`config.mk`:
```
export PLATFORM = sky130hd
export DESIGN_NAME = retransmit_window_tracker
export DESIGN_NICKNAME = d
export VERILOG_FILES = /design/src/hw/rtl/rwt_pkg.sv /design/src/hw/rtl/rwt_fifo.sv /design/src/hw/rtl/rwt_front.sv /design/src/hw/rtl/rwt_back.sv /design/src/hw/rtl/retransmit_window_tracker.sv
export VERILOG_INCLUDE_DIRS = /design/src /design/src/hw/rtl
export SDC_FILE = /design/constraint.sdc
export NUM_CORES = 2
export LEC_CHECK = 0
export BUFFER_PORTS_ARGS = -buffer_cell sky130_fd_sc_hd__buf_4
export CAP_MARGIN = 25
export CORE_MARGIN = 5
export CORE_UTILIZATION = 35
export DETAILED_ROUTE_END_ITERATION = 12
export SYNTH_ARGS = -nofsm -noshare
export SYNTH_HDL_FRONTEND = slang
export SYNTH_HIERARCHICAL = 1
export SYNTH_SLANG_ARGS = --single-unit
```
`constraint.sdc`:
```
create_clock -name clk -period 15.45 [get_ports clk]
set_input_delay 1.545 -clock clk [delete_from_list [all_inputs] [get_ports clk]]
set_output_delay 1.545 -clock clk [all_outputs]
set_load 0.01 [all_outputs]
```
`src/hw/rtl/retransmit_window_tracker_defines.svh`:
```
// ----------------------------------------------------------------------------
// Retransmit window tracker assertion macros
// Concurrent checks sampled on clk and disabled while rst_n is low.
// ----------------------------------------------------------------------------
`ifndef RETRANSMIT_WINDOW_TRACKER_DEFINES_SVH
`define RETRANSMIT_WINDOW_TRACKER_DEFINES_SVH

// same-cycle implication
`define RWT_ASSERT_SAME(lbl, ante, cons, msg) \
  lbl: assert property (@(posedge clk) disable iff (!rst_n) (ante) |-> (cons)) \
    else $error(msg);

// next-cycle implication
`define RWT_ASSERT_NEXT(lbl, ante, cons, msg) \
  lbl: assert property (@(posedge clk) disable iff (!rst_n) (ante) |=> (cons)) \
    else $error(msg);

`endif

```
`src/hw/rtl/rwt_pkg.sv`:
```
// ----------------------------------------------------------------------------
// rwt_pkg
// Shared types and constants of the retransmit window tracker.
// ----------------------------------------------------------------------------
`default_nettype none

package rwt_pkg;

  localparam int unsigned SEQ_W    = 15;
  localparam int unsigned LEN_W    = 11;
  localparam int unsigned ACK_W    = 15;
  localparam int unsigned CREDIT_W = 16;
  localparam int unsigned CNT_W    = 4;
  localparam int unsigned STAMP_W  = 32;
  localparam int unsigned NEED_W   = 12;
  localparam int unsigned TYPE_W   = 2;
  localparam int unsigned CFG_IDX_W  = 2;
  localparam int unsigned CFG_DATA_W = 16;

  localparam int unsigned WINDOW_ENTRIES_DEF = 8;
  localparam int unsigned HEADER_BYTES       = 8;
  localparam int unsigned MAX_PAYLOAD        = 1024;
  localparam int unsigned RESULTS_MAX        = 8;
  localparam int unsigned CMD_Q_DEPTH        = 2;
  localparam int unsigned OUT_Q_DEPTH        = 4;

  localparam logic [CREDIT_W-1:0] CREDIT_RESET  = 16'd5120;
  localparam logic [15:0]         TIMEOUT_RESET = 16'd500;

  localparam logic [CFG_IDX_W-1:0] CFG_INITIAL_SEQ   = 2'd0;
  localparam logic [CFG_IDX_W-1:0] CFG_WINDOW_BYTES  = 2'd1;
  localparam logic [CFG_IDX_W-1:0] CFG_TIMEOUT_TICKS = 2'd2;

  typedef enum logic [TYPE_W-1:0] {
    OP_RESTART = 2'd0,
    OP_SEND    = 2'd1,
    OP_ACK     = 2'd2,
    OP_TICK    = 2'd3
  } op_t;

  typedef enum logic [1:0] {
    ST_IDLE,
    ST_MARK,
    ST_FREE,
    ST_TICK
  } st_t;

  typedef struct packed {
    logic [SEQ_W-1:0]    initial_seq;
    logic [CREDIT_W-1:0] window_bytes;
    logic [15:0]         timeout_ticks;
  } cfg_t;

  typedef struct packed {
    op_t               op;
    logic [LEN_W-1:0]  len;
    logic [ACK_W-1:0]  ack;
    logic [NEED_W-1:0] need;
    logic              len_ok;
  } cmd_t;

  typedef struct packed {
    logic                accepted;
    logic [SEQ_W-1:0]    seq;
    logic [LEN_W-1:0]    len;
    logic                retransmit;
    logic [CNT_W-1:0]    freed;
    logic [CREDIT_W-1:0] credit;
    logic [CNT_W-1:0]    used;
    logic                last;
  } res_t;

endpackage

`default_nettype wire

```
`src/hw/rtl/rwt_fifo.sv`:
```
// ----------------------------------------------------------------------------
// rwt_fifo
// Small register queue with push/full and pop/empty sides.
// ----------------------------------------------------------------------------
`default_nettype none

module rwt_fifo #(
  parameter int unsigned WIDTH = 8,
  parameter int unsigned DEPTH = 2
) (
  input  logic             clk,
  input  logic             rst_n,
  input  logic             push,
  input  logic [WIDTH-1:0] wr_data,
  output logic             full,
  input  logic             pop,
  output logic [WIDTH-1:0] rd_data,
  output logic             empty
);

  localparam int unsigned PW = (DEPTH > 1) ? $clog2(DEPTH) : 1;
  localparam int unsigned CW = $clog2(DEPTH + 1);

  logic [WIDTH-1:0] slots_r [DEPTH];
  logic [PW-1:0]    wr_ptr_r;
  logic [PW-1:0]    rd_ptr_r;
  logic [CW-1:0]    count_r;
  logic             wr;
  logic             rd;

  function automatic logic [PW-1:0] ptr_inc(input logic [PW-1:0] p);
    if (p == PW'(DEPTH - 1)) begin
      return '0;
    end
    return p + PW'(1);
  endfunction

  assign full    = (count_r == CW'(DEPTH));
  assign empty   = (count_r == '0);
  assign wr      = push && !full;
  assign rd      = pop && !empty;
  assign rd_data = slots_r[rd_ptr_r];

  always_ff @(posedge clk) begin
    if (wr) begin
      slots_r[wr_ptr_r] <= wr_data;
    end
  end

  always_ff @(posedge clk) begin
    if (!rst_n) begin
      wr_ptr_r <= '0;
      rd_ptr_r <= '0;
      count_r  <= '0;
    end else begin
      if (wr) begin
        wr_ptr_r <= ptr_inc(wr_ptr_r);
      end
      if (rd) begin
        rd_ptr_r <= ptr_inc(rd_ptr_r);
      end
      if (wr && !rd) begin
        count_r <= count_r + CW'(1);
      end else if (rd && !wr) begin
        count_r <= count_r - CW'(1);
      end
    end
  end

endmodule

`default_nettype wire

```
`src/hw/rtl/rwt_front.sv`:
```
// ----------------------------------------------------------------------------
// rwt_front
// Decodes an input beat into a command: opcode, byte need and length check.
// ----------------------------------------------------------------------------
`default_nettype none

module rwt_front (
  input  logic                       in_push,
  output logic                       in_full,
  input  logic [rwt_pkg::TYPE_W-1:0] in_req_type,
  input  logic [rwt_pkg::LEN_W-1:0]  in_data_length,
  input  logic [rwt_pkg::ACK_W-1:0]  in_ack_number,
  input  logic                       cmd_full,
  output logic                       cmd_push,
  output rwt_pkg::cmd_t              cmd
);

  assign in_full  = cmd_full;
  assign cmd_push = in_push && !cmd_full;

  always_comb begin
    cmd.op     = rwt_pkg::op_t'(in_req_type);
    cmd.len    = in_data_length;
    cmd.ack    = in_ack_number;
    cmd.need   = rwt_pkg::NEED_W'(in_data_length)
               + rwt_pkg::NEED_W'(rwt_pkg::HEADER_BYTES);
    cmd.len_ok = (in_data_length != '0)
              && (in_data_length <= rwt_pkg::LEN_W'(rwt_pkg::MAX_PAYLOAD));
  end

endmodule

`default_nettype wire

```
`src/hw/rtl/rwt_back.sv`:
```
// ----------------------------------------------------------------------------
// rwt_back
// Window engine: entry memory, ack flags, credit and sequence state, and the
// scan sequencer that marks, frees and times out entries.
// ----------------------------------------------------------------------------
`default_nettype none

module rwt_back #(
  parameter int unsigned WINDOW_ENTRIES = rwt_pkg::WINDOW_ENTRIES_DEF
) (
  input  logic          clk,
  input  logic          rst_n,
  input  rwt_pkg::cfg_t cfg,
  input  logic          cmd_valid,
  input  rwt_pkg::cmd_t cmd,
  output logic          cmd_pop,
  input  logic          out_full,
  output logic          out_push,
  output rwt_pkg::res_t out_res
);

  localparam int unsigned IW  = (WINDOW_ENTRIES > 1) ? $clog2(WINDOW_ENTRIES) : 1;
  localparam int unsigned UW  = $clog2(WINDOW_ENTRIES + 1);
  localparam int unsigned SW  = UW + 1;
  localparam int unsigned CSW = rwt_pkg::CREDIT_W + 1;
  localparam int unsigned CNW = rwt_pkg::CNT_W;

  typedef struct packed {
    logic [rwt_pkg::SEQ_W-1:0]   seq;
    logic [rwt_pkg::LEN_W-1:0]   len;
    logic [rwt_pkg::STAMP_W-1:0] stamp;
  } entry_t;

  entry_t entry_mem [WINDOW_ENTRIES];
  entry_t rd_data_r;

  rwt_pkg::st_t st_r, st_nxt;
  logic [IW-1:0]                 head_r, head_nxt;
  logic [UW-1:0]                 used_r, used_nxt;
  logic [rwt_pkg::SEQ_W-1:0]     next_seq_r, next_seq_nxt;
  logic [rwt_pkg::CREDIT_W-1:0]  credit_r, credit_nxt;
  logic [rwt_pkg::STAMP_W-1:0]   now_r, now_nxt;
  logic [WINDOW_ENTRIES-1:0]     acked_r, acked_nxt;
  logic [UW-1:0]                 idx_r, idx_nxt;
  logic                          pv_r, pv_nxt;
  logic [IW-1:0]                 pslot_r, pslot_nxt;
  logic [CNW-1:0]                hits_r, hits_nxt;
  logic                          hold_v_r, hold_v_nxt;
  logic [rwt_pkg::SEQ_W-1:0]     hold_seq_r, hold_seq_nxt;
  logic [rwt_pkg::LEN_W-1:0]     hold_len_r, hold_len_nxt;

  logic          mem_we;
  logic [IW-1:0] mem_wa;
  entry_t        mem_wd;
  logic          rd_en;
  logic [IW-1:0] scan_slot;
  logic [IW-1:0] tail_slot;

  logic [rwt_pkg::SEQ_W-1:0]   rd_end;
  logic [rwt_pkg::STAMP_W-1:0] age;
  logic [CSW-1:0]              credit_sum;
  logic                        timed_out;
  logic                        send_ok;
  logic                        mark_issue;
  logic                        free_issue;
  logic                        tick_issue;
  logic                        tick_hit;
  logic                        tick_stall;
  logic                        issue;
  logic                        scan_idle;
  logic                        ack_end;
  logic                        tick_end;

  function automatic logic [IW-1:0] slot_of(input logic [IW-1:0] base,
                                            input logic [UW-1:0] k);
    logic [SW-1:0] acc;
    acc = SW'(base) + SW'(k);
    if (acc >= SW'(WINDOW_ENTRIES)) begin
      acc = acc - SW'(WINDOW_ENTRIES);
    end
    return acc[IW-1:0];
  endfunction

  assign scan_slot = slot_of(head_r, idx_r);
  assign tail_slot = slot_of(head_r, used_r);

  assign rd_end     = rd_data_r.seq + rwt_pkg::SEQ_W'(rd_data_r.len);
  assign age        = now_r - rd_data_r.stamp;
  assign credit_sum = CSW'(credit_r) + CSW'(rd_data_r.len) + CSW'(rwt_pkg::HEADER_BYTES);
  assign timed_out  = !acked_r[pslot_r] && (age >= rwt_pkg::STAMP_W'(cfg.timeout_ticks));
  assign send_ok    = cmd.len_ok
                   && (credit_r >= rwt_pkg::CREDIT_W'(cmd.need))
                   && (used_r < UW'(WINDOW_ENTRIES));

  assign mark_issue = (st_r == rwt_pkg::ST_MARK) && (idx_r < used_r);
  assign free_issue = (st_r == rwt_pkg::ST_FREE) && (idx_r < used_r) && acked_r[scan_slot];
  assign tick_hit   = (st_r == rwt_pkg::ST_TICK) && pv_r && timed_out
                   && (hits_r < CNW'(rwt_pkg::RESULTS_MAX));
  assign tick_stall = tick_hit && hold_v_r && out_full;
  assign tick_issue = (st_r == rwt_pkg::ST_TICK) && (idx_r < used_r)
                   && (hits_r < CNW'(rwt_pkg::RESULTS_MAX)) && !tick_stall;
  assign issue      = mark_issue || free_issue || tick_issue;
  assign scan_idle  = !issue && !pv_r;
  assign ack_end    = (st_r == rwt_pkg::ST_FREE) && scan_idle && !out_full;
  assign tick_end   = (st_r == rwt_pkg::ST_TICK) && scan_idle && !out_full;

  always_comb begin
    st_nxt = st_r;
    case (st_r)
      rwt_pkg::ST_IDLE: begin
        if (cmd_valid) begin
          case (cmd.op)
            rwt_pkg::OP_ACK:  st_nxt = rwt_pkg::ST_MARK;
            rwt_pkg::OP_TICK: st_nxt = rwt_pkg::ST_TICK;
            default:          st_nxt = rwt_pkg::ST_IDLE;
          endcase
        end
      end
      rwt_pkg::ST_MARK: begin
        if (scan_idle) begin
          st_nxt = rwt_pkg::ST_FREE;
        end
      end
      rwt_pkg::ST_FREE: begin
        if (ack_end) begin
          st_nxt = rwt_pkg::ST_IDLE;
        end
      end
      rwt_pkg::ST_TICK: begin
        if (tick_end) begin
          st_nxt = rwt_pkg::ST_IDLE;
        end
      end
      default: st_nxt = rwt_pkg::ST_IDLE;
    endcase
  end

  always_comb begin
    head_nxt     = head_r;
    used_nxt     = used_r;
    next_seq_nxt = next_seq_r;
    credit_nxt   = credit_r;
    now_nxt      = now_r;
    acked_nxt    = acked_r;
    hits_nxt     = hits_r;
    hold_v_nxt   = hold_v_r;
    hold_seq_nxt = hold_seq_r;
    hold_len_nxt = hold_len_r;
    idx_nxt      = issue ? idx_r + UW'(1) : idx_r;
    pv_nxt       = issue;
    pslot_nxt    = scan_slot;
    rd_en        = issue;
    mem_we       = 1'b0;
    mem_wa       = pslot_r;
    mem_wd       = rd_data_r;
    cmd_pop      = 1'b0;
    out_push     = 1'b0;
    out_res      = '0;

    case (st_r)
      rwt_pkg::ST_IDLE: begin
        idx_nxt    = '0;
        hits_nxt   = '0;
        hold_v_nxt = 1'b0;
        if (cmd_valid) begin
          case (cmd.op)
            rwt_pkg::OP_RESTART: begin
              if (!out_full) begin
                next_seq_nxt   = cfg.initial_seq;
                credit_nxt     = cfg.window_bytes;
                acked_nxt      = '0;
                head_nxt       = '0;
                used_nxt       = '0;
                cmd_pop        = 1'b1;
                out_push       = 1'b1;
                out_res.credit = cfg.window_bytes;
                out_res.last   = 1'b1;
              end
            end
            rwt_pkg::OP_SEND: begin
              if (!out_full) begin
                cmd_pop      = 1'b1;
                out_push     = 1'b1;
                out_res.last = 1'b1;
                if (send_ok) begin
                  mem_we              = 1'b1;
                  mem_wa              = tail_slot;
                  mem_wd.seq          = next_seq_r;
                  mem_wd.len          = cmd.len;
                  mem_wd.stamp        = now_r;
                  acked_nxt[tail_slot] = 1'b0;
                  used_nxt            = used_r + UW'(1);
                  next_seq_nxt        = next_seq_r + rwt_pkg::SEQ_W'(cmd.len);
                  credit_nxt          = credit_r - rwt_pkg::CREDIT_W'(cmd.need);
                  out_res.accepted    = 1'b1;
                  out_res.seq         = next_seq_r;
                  out_res.len         = cmd.len;
                end
                out_res.credit = credit_nxt;
                out_res.used   = CNW'(used_nxt);
              end
            end
            rwt_pkg::OP_TICK: begin
              now_nxt = now_r + rwt_pkg::STAMP_W'(1);
            end
            default: begin
            end
          endcase
        end
      end

      rwt_pkg::ST_MARK: begin
        if (pv_r && (rd_end == cmd.ack)) begin
          acked_nxt[pslot_r] = 1'b1;
        end
        if (scan_idle) begin
          idx_nxt = '0;
        end
      end

      rwt_pkg::ST_FREE: begin
        if (pv_r) begin
          credit_nxt         = credit_sum[CSW-1] ? '1 : credit_sum[rwt_pkg::CREDIT_W-1:0];
          acked_nxt[pslot_r] = 1'b0;
        end
        if (ack_end) begin
          head_nxt       = scan_slot;
          used_nxt       = used_r - idx_r;
          cmd_pop        = 1'b1;
          out_push       = 1'b1;
          out_res.freed  = CNW'(idx_r);
          out_res.credit = credit_r;
          out_res.used   = CNW'(used_nxt);
          out_res.last   = 1'b1;
        end
      end

      rwt_pkg::ST_TICK: begin
        if (tick_stall) begin
          pv_nxt    = 1'b1;
          pslot_nxt = pslot_r;
        end else if (tick_hit) begin
          if (hold_v_r) begin
            out_push           = 1'b1;
            out_res.seq        = hold_seq_r;
            out_res.len        = hold_len_r;
            out_res.retransmit = 1'b1;
            out_res.credit     = credit_r;
            out_res.used       = CNW'(used_r);
          end
          hold_v_nxt   = 1'b1;
          hold_seq_nxt = rd_data_r.seq;
          hold_len_nxt = rd_data_r.len;
          hits_nxt     = hits_r + CNW'(1);
          mem_we       = 1'b1;
          mem_wa       = pslot_r;
          mem_wd.stamp = now_r;
        end
        if (tick_end) begin
          cmd_pop        = 1'b1;
          out_push       = 1'b1;
          out_res.credit = credit_r;
          out_res.used   = CNW'(used_r);
          out_res.last   = 1'b1;
          if (hold_v_r) begin
            out_res.seq        = hold_seq_r;
            out_res.len        = hold_len_r;
            out_res.retransmit = 1'b1;
          end
        end
      end

      default: begin
      end
    endcase
  end

  always_ff @(posedge clk) begin
    if (mem_we) begin
      entry_mem[mem_wa] <= mem_wd;
    end
  end

  always_ff @(posedge clk) begin
    if (rd_en) begin
      rd_data_r <= entry_mem[scan_slot];
    end
  end

  always_ff @(posedge clk) begin
    hold_seq_r <= hold_seq_nxt;
    hold_len_r <= hold_len_nxt;
    pslot_r    <= pslot_nxt;
  end

  always_ff @(posedge clk) begin
    if (!rst_n) begin
      st_r       <= rwt_pkg::ST_IDLE;
      head_r     <= '0;
      used_r     <= '0;
      next_seq_r <= '0;
      credit_r   <= rwt_pkg::CREDIT_RESET;
      now_r      <= '0;
      acked_r    <= '0;
      idx_r      <= '0;
      pv_r       <= 1'b0;
      hits_r     <= '0;
      hold_v_r   <= 1'b0;
    end else begin
      st_r       <= st_nxt;
      head_r     <= head_nxt;
      used_r     <= used_nxt;
      next_seq_r <= next_seq_nxt;
      credit_r   <= credit_nxt;
      now_r      <= now_nxt;
      acked_r    <= acked_nxt;
      idx_r      <= idx_nxt;
      pv_r       <= pv_nxt;
      hits_r     <= hits_nxt;
      hold_v_r   <= hold_v_nxt;
    end
  end

endmodule

`default_nettype wire

```
`src/hw/rtl/retransmit_window_tracker.sv`:
```
// ----------------------------------------------------------------------------
// retransmit_window_tracker
// Sender window of unacknowledged segments. Items enter through a decoder and
// a two-entry command queue; a window engine executes them against an entry
// ring held in a memory with a write port and a registered read port, and
// its results wait in a four-entry result queue. The input side takes one item
// per cycle while the command queue has room. In the engine a restart or send
// item completes once the result queue has room; an ack item runs a mark pass
// and then a free pass, each reading one entry per cycle through the memory
// read port, draining the last read and then closing the pass; a tick item
// reads one entry per cycle while it is not held by a full result queue.
// Configuration writes are always ready; the engine reads the registered
// configuration while it executes an item.
// ----------------------------------------------------------------------------
`default_nettype none

`include "retransmit_window_tracker_defines.svh"

module retransmit_window_tracker #(
  parameter int unsigned WINDOW_ENTRIES = rwt_pkg::WINDOW_ENTRIES_DEF
) (
  input  logic                           clk,
  input  logic                           rst_n,

  input  logic                           in_push,
  output logic                           in_full,
  input  logic [rwt_pkg::TYPE_W-1:0]     in_req_type,
  input  logic [rwt_pkg::LEN_W-1:0]      in_data_length,
  input  logic [rwt_pkg::ACK_W-1:0]      in_ack_number,

  output logic                           out_empty,
  input  logic                           out_pop,
  output logic                           out_accepted,
  output logic [rwt_pkg::SEQ_W-1:0]      out_segment_seq,
  output logic [rwt_pkg::LEN_W-1:0]      out_segment_length,
  output logic                           out_is_retransmit,
  output logic [rwt_pkg::CNT_W-1:0]      out_freed_count,
  output logic [rwt_pkg::CREDIT_W-1:0]   out_credit_left,
  output logic [rwt_pkg::CNT_W-1:0]      out_entries_in_use,
  output logic                           out_last,

  input  logic                           cfg_valid,
  output logic                           cfg_ready,
  input  logic [rwt_pkg::CFG_IDX_W-1:0]  cfg_index,
  input  logic [rwt_pkg::CFG_DATA_W-1:0] cfg_data
);

  localparam int unsigned CMD_W = $bits(rwt_pkg::cmd_t);
  localparam int unsigned RES_W = $bits(rwt_pkg::res_t);

  rwt_pkg::cfg_t cfg_r;
  rwt_pkg::cmd_t cmd_w;
  rwt_pkg::cmd_t cmd_head;
  rwt_pkg::res_t out_res_w;
  rwt_pkg::res_t out_head;

  logic             cmd_push;
  logic             cmd_full;
  logic             cmd_empty;
  logic             cmd_pop;
  logic [CMD_W-1:0] cmd_head_vec;
  logic             out_push;
  logic             out_q_full;
  logic [RES_W-1:0] out_head_vec;
  logic             last_push;
  logic             part_push;

  assign cfg_ready = 1'b1;

  always_ff @(posedge clk) begin
    if (!rst_n) begin
      cfg_r.initial_seq   <= '0;
      cfg_r.window_bytes  <= rwt_pkg::CREDIT_RESET;
      cfg_r.timeout_ticks <= rwt_pkg::TIMEOUT_RESET;
    end else if (cfg_valid && cfg_ready) begin
      case (cfg_index)
        rwt_pkg::CFG_INITIAL_SEQ:   cfg_r.initial_seq   <= cfg_data[rwt_pkg::SEQ_W-1:0];
        rwt_pkg::CFG_WINDOW_BYTES:  cfg_r.window_bytes  <= cfg_data;
        rwt_pkg::CFG_TIMEOUT_TICKS: cfg_r.timeout_ticks <= cfg_data;
        default: begin
        end
      endcase
    end
  end

  rwt_front u_front (
    .in_push        (in_push),
    .in_full        (in_full),
    .in_req_type    (in_req_type),
    .in_data_length (in_data_length),
    .in_ack_number  (in_ack_number),
    .cmd_full       (cmd_full),
    .cmd_push       (cmd_push),
    .cmd            (cmd_w)
  );

  rwt_fifo #(
    .WIDTH (CMD_W),
    .DEPTH (rwt_pkg::CMD_Q_DEPTH)
  ) u_cmd_q (
    .clk     (clk),
    .rst_n   (rst_n),
    .push    (cmd_push),
    .wr_data (cmd_w),
    .full    (cmd_full),
    .pop     (cmd_pop),
    .rd_data (cmd_head_vec),
    .empty   (cmd_empty)
  );

  assign cmd_head = cmd_head_vec;

  rwt_back #(
    .WINDOW_ENTRIES (WINDOW_ENTRIES)
  ) u_back (
    .clk       (clk),
    .rst_n     (rst_n),
    .cfg       (cfg_r),
    .cmd_valid (!cmd_empty),
    .cmd       (cmd_head),
    .cmd_pop   (cmd_pop),
    .out_full  (out_q_full),
    .out_push  (out_push),
    .out_res   (out_res_w)
  );

  rwt_fifo #(
    .WIDTH (RES_W),
    .DEPTH (rwt_pkg::OUT_Q_DEPTH)
  ) u_out_q (
    .clk     (clk),
    .rst_n   (rst_n),
    .push    (out_push),
    .wr_data (out_res_w),
    .full    (out_q_full),
    .pop     (out_pop),
    .rd_data (out_head_vec),
    .empty   (out_empty)
  );

  assign out_head           = out_head_vec;
  assign out_accepted       = out_head.accepted;
  assign out_segment_seq    = out_head.seq;
  assign out_segment_length = out_head.len;
  assign out_is_retransmit  = out_head.retransmit;
  assign out_freed_count    = out_head.freed;
  assign out_credit_left    = out_head.credit;
  assign out_entries_in_use = out_head.used;
  assign out_last           = out_head.last;

  assign last_push = out_push && out_res_w.last;
  assign part_push = out_push && !out_res_w.last;

  `RWT_ASSERT_SAME(a_retire_with_last, cmd_pop, last_push, "retire without final beat")
  `RWT_ASSERT_SAME(a_last_retires, last_push, cmd_pop, "final beat without retire")
  `RWT_ASSERT_SAME(a_part_tick, part_push, cmd_head.op == rwt_pkg::OP_TICK, "stray partial beat")
  `RWT_ASSERT_NEXT(a_push_lands, out_push, !out_empty, "pushed result missing from queue")

endmodule

`default_nettype wire
```
* Word-level counts from Yosys, hierarchy flattened
Memories as Yosys holds them, arrays and structs flattened. A register that Yosys moved wholly into a read port is not among the register bits.
Cells that the tools add are included.
** Operators by class
- $lt $le $gt $ge :: 13
- Mux-type cells :: 151
- Add/subtract/negate cells :: 24
- Bitwise gates (word level) :: 7
- Reduce and logical (&&, ||, !) cells :: 71
- Eq/ne operators :: 30
** Operator list (number)
- 27-bit 2-to-1 mux :: 9
- 58-bit 2-to-1 mux :: 4
- 16-bit 2-to-1 mux :: 7
- 16-bit one-hot mux with 2 select lines :: 3
- 32-bit 2-to-1 mux :: 2
- 32-bit one-hot mux with 2 select lines :: 1
- 21-bit 2-to-1 mux :: 3
- 21-bit one-hot mux with 3 select lines :: 1
- 20-bit 2-to-1 mux :: 3
- 26-bit one-hot mux with 2 select lines :: 1
- 1-bit 2-to-1 mux :: 49
- 8-bit 2-to-1 mux :: 6
- 15-bit 2-to-1 mux :: 3
- 3-bit 2-to-1 mux :: 15
- 4-bit 2-to-1 mux :: 11
- 32-bit by 1-bit adder with 32-bit output, second input constant :: 1
- 32-bit by 16-bit greater-or-equal comparator with 1-bit output :: 1
- 1-bit logical AND :: 32
- 4-bit one-hot mux with 2 select lines :: 4
- 32-bit subtractor :: 1
- 15-bit by 11-bit adder with 15-bit output :: 2
- 15-bit one-hot mux with 2 select lines :: 1
- 26-bit 2-to-1 mux :: 1
- 25-bit 2-to-1 mux :: 1
- 55 further kinds :: 134
** Storage, ports and cells
- Bits of input ports :: 51
- Bits in writable memories :: 758
- Register bits after elaboration :: 177
- Word-level logic and storage cells :: 322
- Memories kept :: 3
- Output and inout port bits :: 56
** Memories
- u_back.entry_mem :: depth 8, bits a word 58, rd ports 1, clocked after Yosys merged registers in 1, write ports 1, line rwt_back.sv:34 : entry_t entry_mem [WINDOW_ENTRIES];
- u_out_q.slots_r :: depth 4, bits a word 53, rd ports 1, clocked after Yosys merged registers in 1, write ports 1, line rwt_fifo.sv:24 : logic [WIDTH-1:0] slots_r [DEPTH];
- u_cmd_q.slots_r :: depth 2, bits a word 41, rd ports 1, clocked after Yosys merged registers in 1, write ports 1, line rwt_fifo.sv:24

* Logic depth before layout (Yosys ltp)
- Word-level depth :: 23
- Mapped depth :: 31
- Mapped depth without buffers :: 28

* Modules after synthesis
The synthesis kept the hierarchy.
** By module, submodules not included
- rwt_back :: instances 1, cells each 2403, area each 31614.1 um^2
- rwt_fifo (u_out_q) :: instances 1, cells each 328, area each 8191.6 um^2
- rwt_fifo (u_cmd_q) :: instances 1, cells each 153, area each 3183.1 um^2
- retransmit_window_tracker :: instances 1, cells each 189, area each 1918.1 um^2
- rwt_front :: instances 1, cells each 55, area each 396.6 um^2

* Worst setup path before layout
No wires, ideal clock.
- Kind :: flip-flop to flip-flop
- Start :: reg u_back/now_r[0] (netlist name)
- End :: mem u_back/entry_mem[0][0] (netlist name), enable pin
- Buffers on the path :: 2
- Path slack :: 8.840 ns
- Library setup time :: 0.435 ns
- Clock period less this slack :: 6.610 ns
- Cell stages (with the launch flop) :: 22
- Arrival :: 6.175 ns
- Path through :: dfxtp_1 -> inv_1 -> ha_1 -> fa_1 -> and2b_2 -> o2111ai_2 -> a21o_1 -> a21boi_0 -> nor2_1 -> xnor2_1 -> ha_1 -> nand4_1 -> o32ai_1 -> a2111oi_0 -> nand3_1 -> nor4_2 -> and3b_1 -> buf_6 -> nor3b_4 -> o21ba_4 -> buf_6 -> a21boi_2
** Between the ends
- Cells in the longest elaborated chain, start to end :: 11
- Elaborated cells between the ends (all ways) :: 12
- Classes of those cells :: add/sub (1); order compare (1); mux (5); reduce/logical (5)
** Ends and longest elaborated chain
- from (decl) :: line rwt_back.sv:42 : logic [rwt_pkg::STAMP_W-1:0] now_r, now_nxt;
- from (signal assigned) :: line rwt_back.sv:315 : now_r <= now_nxt;
- 32-bit subtractor * :: line rwt_back.sv:88 : assign age = now_r - rd_data_r.stamp;
- 32-bit by 16-bit greater-or-equal comparator with 1-bit output * :: line rwt_back.sv:90 : assign timed_out = !acked_r[pslot_r] && (age >= rwt_pkg::STAMP_W'(cfg.timeout_ticks));
- 1-bit logical AND * :: line rwt_back.sv:90
- 1-bit logical AND * :: line rwt_back.sv:97 : assign tick_hit = (st_r == rwt_pkg::ST_TICK) && pv_r && timed_out
- 1-bit logical AND * :: line rwt_back.sv:98 : && (hits_r < CNW'(rwt_pkg::RESULTS_MAX));
- 1-bit logical AND (2 in series) :: line rwt_back.sv:99 : assign tick_stall = tick_hit && hold_v_r && out_full;
- 1-bit 2-to-1 mux * :: line rwt_back.sv:239 : if (tick_stall) begin
- 1-bit one-hot mux with 2 select lines * :: line rwt_back.sv:160 : case (st_r)
- 1-bit 2-to-1 mux * :: line rwt_back.sv:279 : if (mem_we) begin
- 1-bit 2-to-1 mux (implied by the code) * :: line rwt_back.sv:280 : entry_mem[mem_wa] <= mem_wd;
- to (decl) :: line rwt_back.sv:34
Every way passes the cells marked *; elsewhere a longest branch is shown, timed or not.

* Worst setup path after layout
- Start :: reg, netlist name u_back/rd_data_r[1]
- End :: mem u_back/entry_mem[3][57] (netlist name), enable pin
** Between the ends
- Cells in the longest elaborated chain, start to end :: 11
- Elaborated cells between the ends (all ways) :: 12
- Classes of those cells :: add/sub (1); order compare (1); mux (5); reduce/logical (5)
** Ends and longest elaborated chain (line)
- 32-bit subtractor * :: rwt_back.sv:88
- 32-bit by 16-bit greater-or-equal comparator with 1-bit output * :: rwt_back.sv:90
- 1-bit logical AND * :: rwt_back.sv:90
- 1-bit logical AND * :: rwt_back.sv:97
- 1-bit logical AND * :: rwt_back.sv:98
- 1-bit logical AND (2 in series) :: rwt_back.sv:99
- 1-bit 2-to-1 mux * :: rwt_back.sv:239
- 1-bit one-hot mux with 2 select lines * :: rwt_back.sv:160
- 1-bit 2-to-1 mux * :: rwt_back.sv:279
- 1-bit 2-to-1 mux (implied by the code) * :: rwt_back.sv:280
Marked as above.

==> flow_summary_export.csv <==
group,metric,value,unit
outcome,status,"finished clean",
die,initial_core_util,0.3512,
critical_path,crit_path_max_incr_delay,0.90,ns
clocking,clk_pin_slew,0.06,ns
place,place_area,0.04767,mm²
clocking,cts_root_buffer,"clkbuf_16",
detailed_routing,vias_per_cell,5.239,
critical_path,path_cells,"inv_1 -> ha_1 -> nor2b_1 -> o2111ai_1 -> a31o_2 -> nand2_1 -> o21ai_0 -> o21bai_1 -> a21oi_1 -> xnor2_1 -> ha_1 -> nand4_1 -> o32ai_1 -> a2111oi_0 -> nand3_1 -> nor4_2 -> and3b_1 -> nor3b_4 -> buf_4 -> o21ba_4 -> a21boi_4 -> buf_4",
layout,layout_commonest_cell,"edfxtp_1",
synth,synthFlopType,"edfxtp_1",
critical_path,arrival,7.29,ns
layout,finalNonFillerCells,5032,
global_routing,antenna_found_initial,0,
synth,synth_edf_count,845,
synth,ys_seq_elements,996,
detailed_routing,met2_length,52460,µm
place,portBuffers,105,
timing,setup_violations,0,
global_routing,grt_overflow,0,
timing,finalHoldViolations,0,
clocking,htreeDepth,3,
timing,fin_skew,0.04105,ns
clocking,post_cts.repair.setup_buffers,0,
critical_path,cp_max_fo,41,
place,dp_hpwl,72480,µm
critical_path,worstPathRequired,15.74,ns
timing,slew_viol_final,0,
detailed_routing,wirelength,110100,µm
die,pin_count,107,
timing,rsz0062_at_grt,"false",
detailed_routing,antenna_left,0,
layout,final_cell_mix,"845 x edfxtp_1, 282 x nand2_1, 194 x nor2_1",
global_routing,grt_max_degree,121,
layout,syn_to_final_growth,12.66,%
synth,syn-mean-instance-area,14.48,µm²
clocking,cts_buffers,103,
synth,yosysSeqAreaShare,0.6268,
power,ir_drop,0.09848,mV
timing,relSlewSlack,0.2870,
layout,postLayoutCoreUtil,0.3957,
critical_path,critPathLaunchType,"flip-flop",
critical_path,cp-end-kind,"flip-flop",
synth,syn-num-nets,3315,
clocking,cts_tree,"built",
power,p_per_area,152.7,mW/mm²
synth,syn_inst,3128,
run,cap_violations,0,
detailed_routing,first_pass_iters,5,
synth,synthesis.area,0.04530,mm²
clocking,cts_num_sinks,996,
die,die_w,369.8,µm
detailed_routing,dr.first_iter.drc_count,2367,
detailed_routing,wl_met3,5394,µm
synth,ys_types,98,
place,dp.cells,4838,
timing,layout_min_cycle_time,6.999,ns
critical_path,crit_slowest_cell,"a21boi_4",
layout,num-nets-final,3389,
die,core.rowCount,132,
die,die_y,369.8,µm
timing,fin_setup_tns,0,ns
layout,drive_gt1_frac,0.1931,
clocking,hold_buffers,0,
synth,synth-warning-count,6,
timing,final.period_utilization,0.4530,
clocking,clk_latency,0.69,ns
detailed_routing,drc_errors,0,
synth,synth-async-reset-ratio,0,
clocking,ctsResizeCount,0,
place,gp_congestion,0.8936,
hold_path,min_path_type,"flip-flop to flip-flop",
timing,tightest_slew,1.069,ns
critical_path,critPathKind,"flip-flop to flip-flop",
timing,max_clock_freq,142.9,MHz
detailed_routing,top_layer,"met4",
power,finalPower,7.795,mW
die,die_area,0.1367,mm²
layout,final_area,0.05104,mm²
power,p_leak,17.20,nW
global_routing,grt_pass1_vias,26020,
clocking,cts_buffer_depth,3,
detailed_routing,detail_route.wl_per_cell,21.88,µm
detailed_routing,num_vias,26360,
detailed_routing,wl_met1,48960,µm
global_routing,grt_first_pass_wirelength,165900,µm
global_routing,globalRouteTotalUtil,0.1580,
die,coreArea,0.1290,mm²
[final timing paths]
path,from,end,slack (ns),cells past startpoint
min,cfg_r[11],cfg_r[11],0.47,2
max reg2reg,u_back/rd_data_r[1],u_back/entry_mem[3][57],8.45,22
min reg2reg,cfg_r[11],cfg_r[11],0.47,2
max,u_back/rd_data_r[1],u_back/entry_mem[3][57],8.45,22
[metal layers]
metal  vias to the layer above  GRT usage
li1                      12080          -
met1                     13390     0.2205
met2                       737     0.2593
met3                       158    0.02196
met4                         0    0.04511
met5                         -          0
[report_power, final]
group / switching [mW] / total, mW / internal (mW)
combinational: 1.19 / 1.92 / 0.725
clock: 1.04 / 2.45 / 1.41
sequential: 0.132 / 3.42 / 3.29
total: 2.37 / 7.79 / 5.43
[Yosys cell counts (17+ instances only)]
master	count	area, µm²
edfxtp_1	845	25370
nand2_1	282	1059
nor2_1	194	728.2
mux4_2	169	3806
dfxtp_1	151	3023
ha_1	127	1589
inv_1	125	469.2
a21oi_1	124	620.6
mux2_2	98	1104
clkbuf_1	87	326.6
o21ai_0	86	430.4
xnor2_1	70	613.1
mux2i_1	63	630.6
nand3_1	63	315.3
xor2_1	54	473.0
a22o_1	53	464.2
buf_4	36	270.3
nor3_1	33	165.2
a21o_1	31	232.7
nand4_1	23	143.9
o211ai_1	22	165.2
nand2b_1	21	131.4
buf_2	20	100.1
nor2b_1	19	118.9
and2_1	18	112.6
buf_6	17	191.4
[through the flow]
step / hold WS [ns] / setup slack, ns
after floorplan: 0.4347 / 8.840
after global placement: 0.4481 / 8.401
after detailed placement: 0.4534 / 8.404
after CTS: 0.4671 / 8.366
after global routing: 0.4886 / 7.995
final: 0.4651 / 8.451
[worst max-delay path, delay by kind of cell, from the launching register on]
family | cells | cell delay (ns)
XOR/XNOR | 1 | 0.11
AND/OR/NAND/NOR | 7 | 1.10
adder cells (fa/ha/maj) | 2 | 0.52
AO/OA/AOI/OAI | 9 | 3.17
buffers and inverters | 3 | 1.21
flip-flops | 1 | 0.43
[logic make-up after synthesis]
logic type	after synthesis	share of synthesized area
other cells	1	0.00008278
fa+ha+maj	136	0.03905
simple gates	736	0.07598
buf+inv	306	0.03392
compound gates	493	0.07540
mux	336	0.1248
flops	996	0.6268
xor+xnor	124	0.02397
[layout make-up]
type | instances | area [µm²]
Multi-Input combinational cell | 1826 | 15470
Sequential cell | 996 | 28400
Inverter | 127 | 476.7
Clock buffer | 123 | 2684
Clock inverter | 69 | 678.2
Antenna cell | 1 | 2.502
Tap cell | 1742 | 2180
Timing Repair Buffer | 148 | 1141
Fill cell | 11870 | 77950
[sequential cells by signal (all words and copies together), names as in the netlist, 3 cells and up, named ones only]
signal,count
u_back/hold_len_r,11
u_back/pslot_r,3
u_out_q/slots_r,212
u_cmd_q/slots_r,82
u_back/rd_data_r,58
u_back/entry_mem,464
u_back/next_seq_r,15
u_back/acked_r,8
cfg_r,47
u_out_q/count_r,3
u_back/idx_r,4
u_back/credit_r,16
u_back/head_r,3
u_back/hits_r,4
u_back/hold_seq_r,15
u_back/used_r,4
u_back/now_r,32
(Power assumes the default switching activity.)
